### config.mk
export PLATFORM = sky130hd
export DESIGN_NAME = length_prefixed_frame_receiver_core
export DESIGN_NICKNAME = d
export VERILOG_FILES = /design/src/design/lpfr_pkg.sv /design/src/design/lpfr_decode.sv /design/src/design/length_prefixed_frame_receiver_core.sv
export SDC_FILE = /design/constraint.sdc
export NUM_CORES = 1
export LEC_CHECK = 0
export BUFFER_PORTS_ARGS = -buffer_cell sky130_fd_sc_hd__buf_2
export CORE_MARGIN = 2
export CORE_UTILIZATION = 45
export CTS_BUF_LIST = sky130_fd_sc_hd__clkbuf_8
export DETAILED_ROUTE_END_ITERATION = 10
export GPL_TIMING_DRIVEN = 0
export PLACE_DENSITY = 0.74
export SETUP_SLACK_MARGIN = 0.15
export SYNTH_ARGS = -nofsm -noshare
export SYNTH_HDL_FRONTEND = slang
export SYNTH_SLANG_ARGS = --single-unit
### constraint.sdc
create_clock -name clk -period 4 [get_ports clk]
set_input_delay 0.6 -clock clk [delete_from_list [all_inputs] [get_ports clk]]
set_output_delay 0.6 -clock clk [all_outputs]
set_load 0.01 [all_outputs]
### src/design/lpfr_pkg.sv
// Shared types and constants for the length-prefixed frame receiver.
// Holds the parse phase, the byte role codes and the result record.
// No dependencies.
package lpfr_pkg;

	localparam int unsigned BYTE_W  = 8;
	localparam int unsigned KIND_W  = 3;
	localparam int unsigned CHECK_W = 16;
	localparam int unsigned TDATA_W = 48;

	// Which byte of the frame is expected next
	typedef enum logic [2:0] {
		PH_TYPE   = 3'd0,
		PH_SIZE   = 3'd1,
		PH_DATA   = 3'd2,
		PH_CHK_HI = 3'd3,
		PH_CHK_LO = 3'd4
	} phase_t;

	// Role of a byte within its frame
	typedef enum logic [KIND_W-1:0] {
		KIND_TYPE   = 3'd0,
		KIND_SIZE   = 3'd1,
		KIND_DATA   = 3'd2,
		KIND_CHK_HI = 3'd3,
		KIND_CHK_LO = 3'd4
	} kind_t;

	// One tagged result beat
	typedef struct packed {
		logic [CHECK_W-1:0] frame_check;
		logic [BYTE_W-1:0]  frame_size;
		logic [BYTE_W-1:0]  frame_type;
		logic               frame_done;
		logic [BYTE_W-1:0]  payload_index;
		logic [BYTE_W-1:0]  byte_value;
		kind_t              field_kind;
	} result_t;

endpackage

### src/design/lpfr_decode.sv
// Frame parse state and per-byte tagging logic.
// Holds phase, payload count, type, size and high check byte; updates them
// on each advancing byte. Depends on lpfr_pkg.
module lpfr_decode (
	input  logic                       clk,
	input  logic                       arst_n,
	input  logic                       advance,
	input  logic [lpfr_pkg::BYTE_W-1:0] rx_byte,
	output lpfr_pkg::result_t          result
);
	import lpfr_pkg::*;

	phase_t            phase_q, phase_d;
	logic [BYTE_W-1:0] count_q, count_d;
	logic [BYTE_W-1:0] type_q, type_d;
	logic [BYTE_W-1:0] size_q, size_d;
	logic [BYTE_W-1:0] chk_hi_q, chk_hi_d;
	logic [BYTE_W-1:0] count_inc;

	assign count_inc = count_q + 8'd1;

	// Tag the byte and work out the next parse state
	always_comb begin
		phase_d  = phase_q;
		count_d  = count_q;
		type_d   = type_q;
		size_d   = size_q;
		chk_hi_d = chk_hi_q;

		result               = '0;
		result.byte_value    = rx_byte;
		result.frame_type    = type_q;
		result.frame_size    = size_q;

		unique case (phase_q)
			PH_SIZE: begin
				result.field_kind = KIND_SIZE;
				result.frame_size = rx_byte;
				size_d            = rx_byte;
				count_d           = '0;
				// zero-length frame skips straight to the check bytes
				phase_d           = (rx_byte == '0) ? PH_CHK_HI : PH_DATA;
			end
			PH_DATA: begin
				result.field_kind    = KIND_DATA;
				result.payload_index = count_q;
				if (count_inc == size_q) begin
					count_d = '0;
					phase_d = PH_CHK_HI;
				end else begin
					count_d = count_inc;
				end
			end
			PH_CHK_HI: begin
				result.field_kind = KIND_CHK_HI;
				chk_hi_d          = rx_byte;
				phase_d           = PH_CHK_LO;
			end
			PH_CHK_LO: begin
				result.field_kind  = KIND_CHK_LO;
				result.frame_done  = 1'b1;
				result.frame_check = {chk_hi_q, rx_byte};
				phase_d            = PH_TYPE;
			end
			default: begin
				result.field_kind = KIND_TYPE;
				result.frame_type = rx_byte;
				result.frame_size = '0;
				type_d            = rx_byte;
				phase_d           = PH_SIZE;
			end
		endcase
	end

	// Advance parse state once per byte moved to the output
	always_ff @(posedge clk or negedge arst_n) begin
		if (!arst_n) begin
			phase_q  <= PH_TYPE;
			count_q  <= '0;
			type_q   <= '0;
			size_q   <= '0;
			chk_hi_q <= '0;
		end else if (advance) begin
			phase_q  <= phase_d;
			count_q  <= count_d;
			type_q   <= type_d;
			size_q   <= size_d;
			chk_hi_q <= chk_hi_d;
		end
	end

endmodule

### src/design/length_prefixed_frame_receiver_core.sv
// Length-prefixed frame receiver: top level with input and result registers.
// A frame is type, size, size payload bytes, then check high and check low.
// Every received beat on s_* produces one tagged beat on m_*.
// A beat accepted into the input register moves on to the result register,
// and so onto m_*, once that register is free or being taken.
// Throughput: one beat per cycle while m_tready is high; the input register
// and the result register are both refilled in the cycle the result is taken.
// The only loop is the parse state in lpfr_decode, one short update a byte.
// When m_tready is low the result holds, the input register still takes one
// more beat, and then s_tready drops until the result is taken.
// m_tuser carries the byte role: 0 type, 1 size, 2 payload, 3 check high,
// 4 check low. m_tlast marks the check low byte, which closes the frame.
// frame_check is zero on every beat that does not close a frame.
// Reset empties both registers and puts the parser back to expecting a
// type byte.
// Depends on lpfr_pkg and lpfr_decode.
module length_prefixed_frame_receiver_core (
	input  logic                         clk,
	input  logic                         arst_n,
	input  logic                         s_tvalid,
	output logic                         s_tready,
	input  logic [7:0]                   s_tdata,  // [7:0] rx_byte
	output logic                         m_tvalid,
	input  logic                         m_tready,
	output logic [lpfr_pkg::TDATA_W-1:0] m_tdata,  // [7:0] byte_value,
	                                               // [15:8] payload_index,
	                                               // [23:16] frame_type,
	                                               // [31:24] frame_size,
	                                               // [47:32] frame_check
	output logic [lpfr_pkg::KIND_W-1:0]  m_tuser,  // [2:0] field_kind
	output logic                         m_tlast   // frame_done
);
	import lpfr_pkg::*;

	logic              valid_s1;
	logic [BYTE_W-1:0] byte_s1;
	logic              out_valid_q;
	result_t           out_q;
	result_t           result;
	logic              advance;

	// Move the held byte on when the result register is free or being taken
	assign advance  = valid_s1 && (!out_valid_q || m_tready);
	assign s_tready = !valid_s1 || advance;

	// Input register
	always_ff @(posedge clk or negedge arst_n) begin
		if (!arst_n) begin
			valid_s1 <= 1'b0;
		end else if (s_tready) begin
			valid_s1 <= s_tvalid;
		end
	end

	always_ff @(posedge clk) begin
		if (s_tready && s_tvalid) begin
			byte_s1 <= s_tdata;
		end
	end

	lpfr_decode u_decode (
		.clk     (clk),
		.arst_n  (arst_n),
		.advance (advance),
		.rx_byte (byte_s1),
		.result  (result)
	);

	// Result register
	always_ff @(posedge clk or negedge arst_n) begin
		if (!arst_n) begin
			out_valid_q <= 1'b0;
		end else if (advance) begin
			out_valid_q <= 1'b1;
		end else if (m_tready) begin
			out_valid_q <= 1'b0;
		end
	end

	always_ff @(posedge clk) begin
		if (advance) begin
			out_q <= result;
		end
	end

	assign m_tvalid = out_valid_q;
	assign m_tuser  = out_q.field_kind;
	assign m_tlast  = out_q.frame_done;
	assign m_tdata  = {out_q.frame_check, out_q.frame_size, out_q.frame_type,
	                   out_q.payload_index, out_q.byte_value};

`ifndef SYNTHESIS
	// Frame end is flagged only on the low check byte
	a_done_kind: assert property (@(posedge clk) disable iff (!arst_n)
		m_tvalid |-> (m_tlast == (out_q.field_kind == KIND_CHK_LO)))
		else $error("frame_done not tied to check low byte");

	// Check value stays zero away from the frame end
	a_check_zero: assert property (@(posedge clk) disable iff (!arst_n)
		(m_tvalid && !m_tlast) |-> (out_q.frame_check == '0))
		else $error("frame_check nonzero outside frame end");

	// Payload index is zero on every non-payload byte
	a_index_zero: assert property (@(posedge clk) disable iff (!arst_n)
		(m_tvalid && (out_q.field_kind != KIND_DATA)) |-> (out_q.payload_index == '0))
		else $error("payload_index nonzero on non-payload byte");

	// A held input byte is not overwritten while the output stalls
	a_s1_hold: assert property (@(posedge clk) disable iff (!arst_n)
		(valid_s1 && !advance) |=> (valid_s1 && $stable(byte_s1)))
		else $error("input register lost a byte");

	// A stalled result is not overwritten by a new byte
	a_out_hold: assert property (@(posedge clk) disable iff (!arst_n)
		(out_valid_q && !m_tready) |-> !advance)
		else $error("result register overwritten while stalled");
`endif

endmodule
; Word-level counts from Yosys, hierarchy flattened
; Cells that the tools add are included.
[word_totals]
out_inout_bits = 54
regBits = 97
word_cells = 48
in_bits = 12
[classes]
n_reduce_logical = 15
eq_ne = 6
add_sub_neg = 1
muxes = 11
[op_table]
columns = cell, n
row1 = case mux 8 bit (2 select lines), 2
row2 = case mux 3 bit (4 select lines), 2
row3 = two-way mux 8 bit, 2
row4 = "adder 8 x 1 -> 8 bit, second input constant", 1
row5 = equality test 8 bit, 1
row6 = zero test 8 bit, 1
row7 = AND reduction 2 bit, 4
row8 = "equality test 3 x 2 -> 1 bit, second input constant", 2
row9 = two-way mux 1 bit, 4
row10 = nonzero test 2 bit, 2
row11 = OR reduction 4 bit, 1
row12 = "equality test 3 x 1 -> 1 bit, second input constant", 1
row13 = "equality test 3 bit, second input constant", 1
row14 = two-way mux 3 bit, 1
row15 = OR reduction 3 bit, 1
row16 = logical AND 1 bit, 2
row17 = zero test 1 bit, 2
row18 = logical OR 1 bit, 2
row19 = "inequality test 2 x 1 -> 1 bit, second input constant", 1

; Depth between registers and ports, before layout
[logic_depth]
ltp_word = 5
mapped_depth = 7
depth_no_buf = 7

; Modules after synthesis
; Synthesis repeated with hierarchy kept, for this count alone.
[unflattened]
hier_cells = 297
hier_area_um2 = 4085.2
[by_module_without_submodules]
columns = module, cells_each, area_each_um2, n_inst, seq_area_each_um2
row1 = lpfr_decode, 229, 2179.6, 1, 875.8
row2 = length_prefixed_frame_receiver_core, 68, 1905.6, 1, 1851.8

; Worst setup path after synthesis
; No wires, ideal clock.
[synth_path]
path_type = input port to flip-flop
startpoint = input m_tready
endpoint = register u_decode.size_q[0]
setup_slack_ns = 0.770
t_arrival_ns = 3.106
setup_time_ns = 0.125
required_time_ns = 3.875
cell_stages = 5
path_cell_list = nand2b_1 -> nand2_1 -> clkinv_1 -> nand3b_1 -> mux2_2
[synth_between]
elab_chain_len = 3
[synth_lines]
columns = item, line_no
row1 = "start, declared", length_prefixed_frame_receiver_core.sv:24  ; input logic m_tready,
row2 = logical OR 1 bit, length_prefixed_frame_receiver_core.sv:43  ; assign advance = valid_s1 && (!out_valid_q || m_tready);
row3 = logical AND 1 bit, length_prefixed_frame_receiver_core.sv:43
row4 = net advance, length_prefixed_frame_receiver_core.sv:40  ; logic advance;
row5 = AND reduction 2 bit (no source line), --
row6 = "end signal, assigned", lpfr_decode.sv:87  ; size_q <= size_d;
row7 = "end, declared", lpfr_decode.sv:16  ; logic [BYTE_W-1:0] size_q, size_d;
; The timed path passes the listed nets, and every way through them passes these cells.
; A chain may end at the register's enable or synchronous reset.

; Worst setup path after layout
[layout_path]
startpoint = register u_decode.count_q[5]
endpoint = register u_decode.count_q[5]
[layout_between]
elab_chain_len = 4
[layout_lines]
columns = item, line_no
row1 = "start, declared", lpfr_decode.sv:14  ; logic [BYTE_W-1:0] count_q, count_d;
row2 = "start signal, assigned", lpfr_decode.sv:85  ; count_q <= count_d;
row3 = adder 8 x 1 -> 8 bit (*), lpfr_decode.sv:20  ; assign count_inc = count_q + 8'd1;
row4 = equality test 8 bit, lpfr_decode.sv:47  ; if (count_inc == size_q) begin
row5 = two-way mux 8 bit (*), lpfr_decode.sv:47
row6 = case mux 8 bit (2 select lines) (*), lpfr_decode.sv:35  ; unique case (phase_q)
; Mark *: on every way between the ends. The rest lies on a longest branch, timed or not.

==> flow_metrics.env <==
export IMPL_reg2reg_depth=7
export IMPL_avgSynthCellArea_sq_um=14.1
export IMPL_drc=0
export IMPL_die_x_microns=99
export IMPL_slowest_delay_ns=0.61
export IMPL_dieArea_sq_um=9800
export IMPL_wl_per_cell_microns=16.6
export IMPL_syn_nets=301
export IMPL_clk_pin_slew_ns=0.10
export IMPL_cts_buffers_inserted=9
export IMPL_cap_violations=0
export IMPL_status="finished, final reports clean"
export IMPL_antenna_cells=0
export IMPL_vias_per_cell=5.33
export IMPL_synth_largest_area_cell="edfxtp_1"
export IMPL_path_max_fanout=9
export IMPL_required_ns=4.26
export IMPL_fp_dieH_microns=99
export IMPL_crit_type="flop to flop"
export IMPL_r2r_start="u_decode.count_q[5]$_DFFE_PN0P_"
export IMPL_rsz0062_at_grt="no"
export IMPL_finalSetupViolCount=0
export IMPL_final_fill_count=728
export IMPL_critPathArrivalTime_ns=2.83
export IMPL_post_dp_hpwl_microns=5190
export IMPL_final_core_util_pct=54.3
export IMPL_first_pass_iters=5
export IMPL_synth_distinct_cells=46
export IMPL_syn_to_final_growth_pct=16.5
export IMPL_grt_util_all_layers_pct=17.0
export IMPL_placed_cells=462
export IMPL_drt_iter0_drc=187
export IMPL_fin_area_sq_um=4730
export IMPL_seq_area_frac_synth_pct=67.2
export IMPL_cts_tree="yes"
export IMPL_hold_viol_final=0
export IMPL_cts_sink_count=97
export IMPL_grt_max_degree=38
export IMPL_tightest_slew_ns=0.905
export IMPL_clock_fmax_mhz=390
export IMPL_clock_latency_ns=0.37
export IMPL_hold_buffers=0
export IMPL_core_sq_um=8720
export IMPL_most_common_layout_cells="buf_2, edfxtp_1, dfrtp_1, mux2_2, nand2_1"
export IMPL_ctsResizeCount=0
export IMPL_io_pin_count=66
export IMPL_start_util_pct=46.6
export IMPL_slew_headroom_pct=39.7
export IMPL_power_total_mw=3.12
export IMPL_rr_endpoint="u_decode.count_q[5]$_DFFE_PN0P_"
export IMPL_nets=378
export IMPL_layout_cells_non_filler=478
export IMPL_worstPathCellList="buf_1 > or3b_2 > nor4_1 > a2111oi_1 > a2111oi_4 > nor2_2 > a22o_1"
export IMPL_postRouteWirelength_microns=7920
export IMPL_leakage_nw=1.94
export IMPL_tns_ns=0
export IMPL_hold_path_class="input pin to async pin"
export IMPL_place_gp_congestion=0.828
export IMPL_synth_cells=288
export IMPL_cts_buffer_depth=2
export IMPL_period_needed_ns=2.57
export IMPL_cp_num_buf_inv=1
export IMPL_ys_seq_elements=97
export IMPL_powerDensity_nw_per_um2=659
export IMPL_maxSlewViolCount=0
export IMPL_port_buffers=65
export IMPL_rrSetupSlack_ns=1.43
export IMPL_grt_pass1_wl_microns=12700
export IMPL_post_cts_setup_buffers=0
export IMPL_antenna_found_initial=0
export IMPL_vias=2546
export IMPL_drive_above_1_share_pct=33.5
export IMPL_fin_crit_sh_pct=64.1
export IMPL_irDropWorstVdd_uv=276
export IMPL_yosys_top_cells_area="edfxtp_1, dfrtp_1, mux2_2"
export IMPL_dpl_cell_area_sq_um=4540
export IMPL_overflow=0
export IMPL_crit_path_start_kind="flop"
export IMPL_worst_setup_path_end_kind="flop"
export IMPL_netlist_area_sq_um=4060
export IMPL_yosysTopAreaCellShare_pct=44.4
export IMPL_critical_path_top_delay_family="compound AO/OA/AOI/OAI gates"
export IMPL_first_global_vias=2405
export IMPL_cts_root_buf="clkbuf_8"
export IMPL_core_rowCount=34
export IMPL_h_tree_depth=3
export IMPL_ant_nets=0
export IMPL_yosys_warnings=0
export IMPL_layout_commonest_cell="buf_2"
export IMPL_finClkSkew_ns=0.0135
export IMPL_slowest_stage="a2111oi_4"
## state kept, by name, indices dropped and copies added (netlist names)
name,cells
byte_s1,8
m_tdata,48
m_tlast,1
m_tuser,3
m_tvalid,1
u_decode.chk_hi_q,8
u_decode.count_q,8
u_decode.phase_q,3
u_decode.size_q,8
u_decode.type_q,8
valid_s1,1
## per-stage QoR
step	hold slack [ns]	setup WS, ns
finish	0.345	1.43
global route	0.385	1.28
CTS	0.372	1.42
detailed placement	0.486	1.25
global placement	0.472	-0.226
floorplan	0.304	0.770
## logic make-up after synthesis
logic type	after synthesis	synth area share [%]
adders and majority gates	1	0.308
DFF	97	67.2
muxes	32	8.87
and+or+nand+nor	92	12.4
buffers and inverters	16	1.66
xor gates and xnor gates	10	2.16
AOI/OAI and AO/OA	40	7.46
## metal layers
layer | wire, microns | track usage (%)
met5 | 0 | 0
met1 | 3590 | 23.8
met4 | 160 | 8.32
met2 | 3780 | 25.5
met3 | 394 | 3.26
## area by class of cell
| class | count | area, sq um | share of cell area (%) |
|---|---|---|---|
| clock buffer | 9 | 124 | 2.62 |
| timing repair buffer | 66 | 345 | 7.30 |
| sequential | 97 | 2730 | 57.6 |
| buffer | 13 | 56.3 | 1.19 |
| multi-input combinational | 175 | 1270 | 26.8 |
| inverter | 3 | 12.5 | 0.264 |
| clock inverter | 7 | 66.3 | 1.40 |
| tap | 108 | 135 | 2.85 |
## synth_stat cells, drive strengths merged
library cell,count
inv,2
nand2b,8
or3,1
nand4,2
clkbuf,9
xor2,3
a2111oi,3
a211oi,2
buf,4
and2,18
nor4,2
nor2b,4
or3b,1
and3,8
nand3,5
or2,1
dfrtp,37
a211o,1
a21o,3
a22oi,8
nand2,23
xnor2,7
o22ai,2
a22o,4
and4,1
a31oi,1
nand3b,2
clkinv,1
a21oi,1
edfxtp,60
o31ai,4
or4b,1
mux2,32
nor2,11
a311oi,1
o21ai,9
nor3,4
o211ai,1
ha,1
## worst reg2reg max path: stages (launching register included)
cell	delay, ns
dfrtp_1	0.34
buf_1	0.31
or3b_2	0.48
nor4_1	0.18
a2111oi_1	0.11
a2111oi_4	0.61
nor2_2	0.18
a22o_1	0.27
## worst max-delay path by stage
stage | startpoint | end | slack, ns | cells after the start
detailed placement | m_tready | u_decode.type_q[6]$_DFFE_PN0P_ | 1.25 | 8
CTS | u_decode.phase_q[1]$_DFFE_PN0P_ | u_decode.type_q[5]$_DFFE_PN0P_ | 1.42 | 6
finish | u_decode.count_q[5]$_DFFE_PN0P_ | u_decode.count_q[5]$_DFFE_PN0P_ | 1.43 | 7
global route | u_decode.count_q[5]$_DFFE_PN0P_ | u_decode.count_q[5]$_DFFE_PN0P_ | 1.28 | 7
floorplan | m_tready | u_decode.size_q[0]$_DFFE_PN0P_ | 0.77 | 5
global placement | m_tready | u_decode.chk_hi_q[2]$_DFFE_PN0P_ | -0.23 | 6
## where the power goes
group          switching (mW)  leakage (nW)  internal (mW)  total (mW)
sequential              0.160          1.04           1.38        1.54
combinational           0.527         0.793          0.454       0.981
clock                   0.360        0.0999          0.239       0.599
No activity file was read; power rests on OpenSTA's default activity.
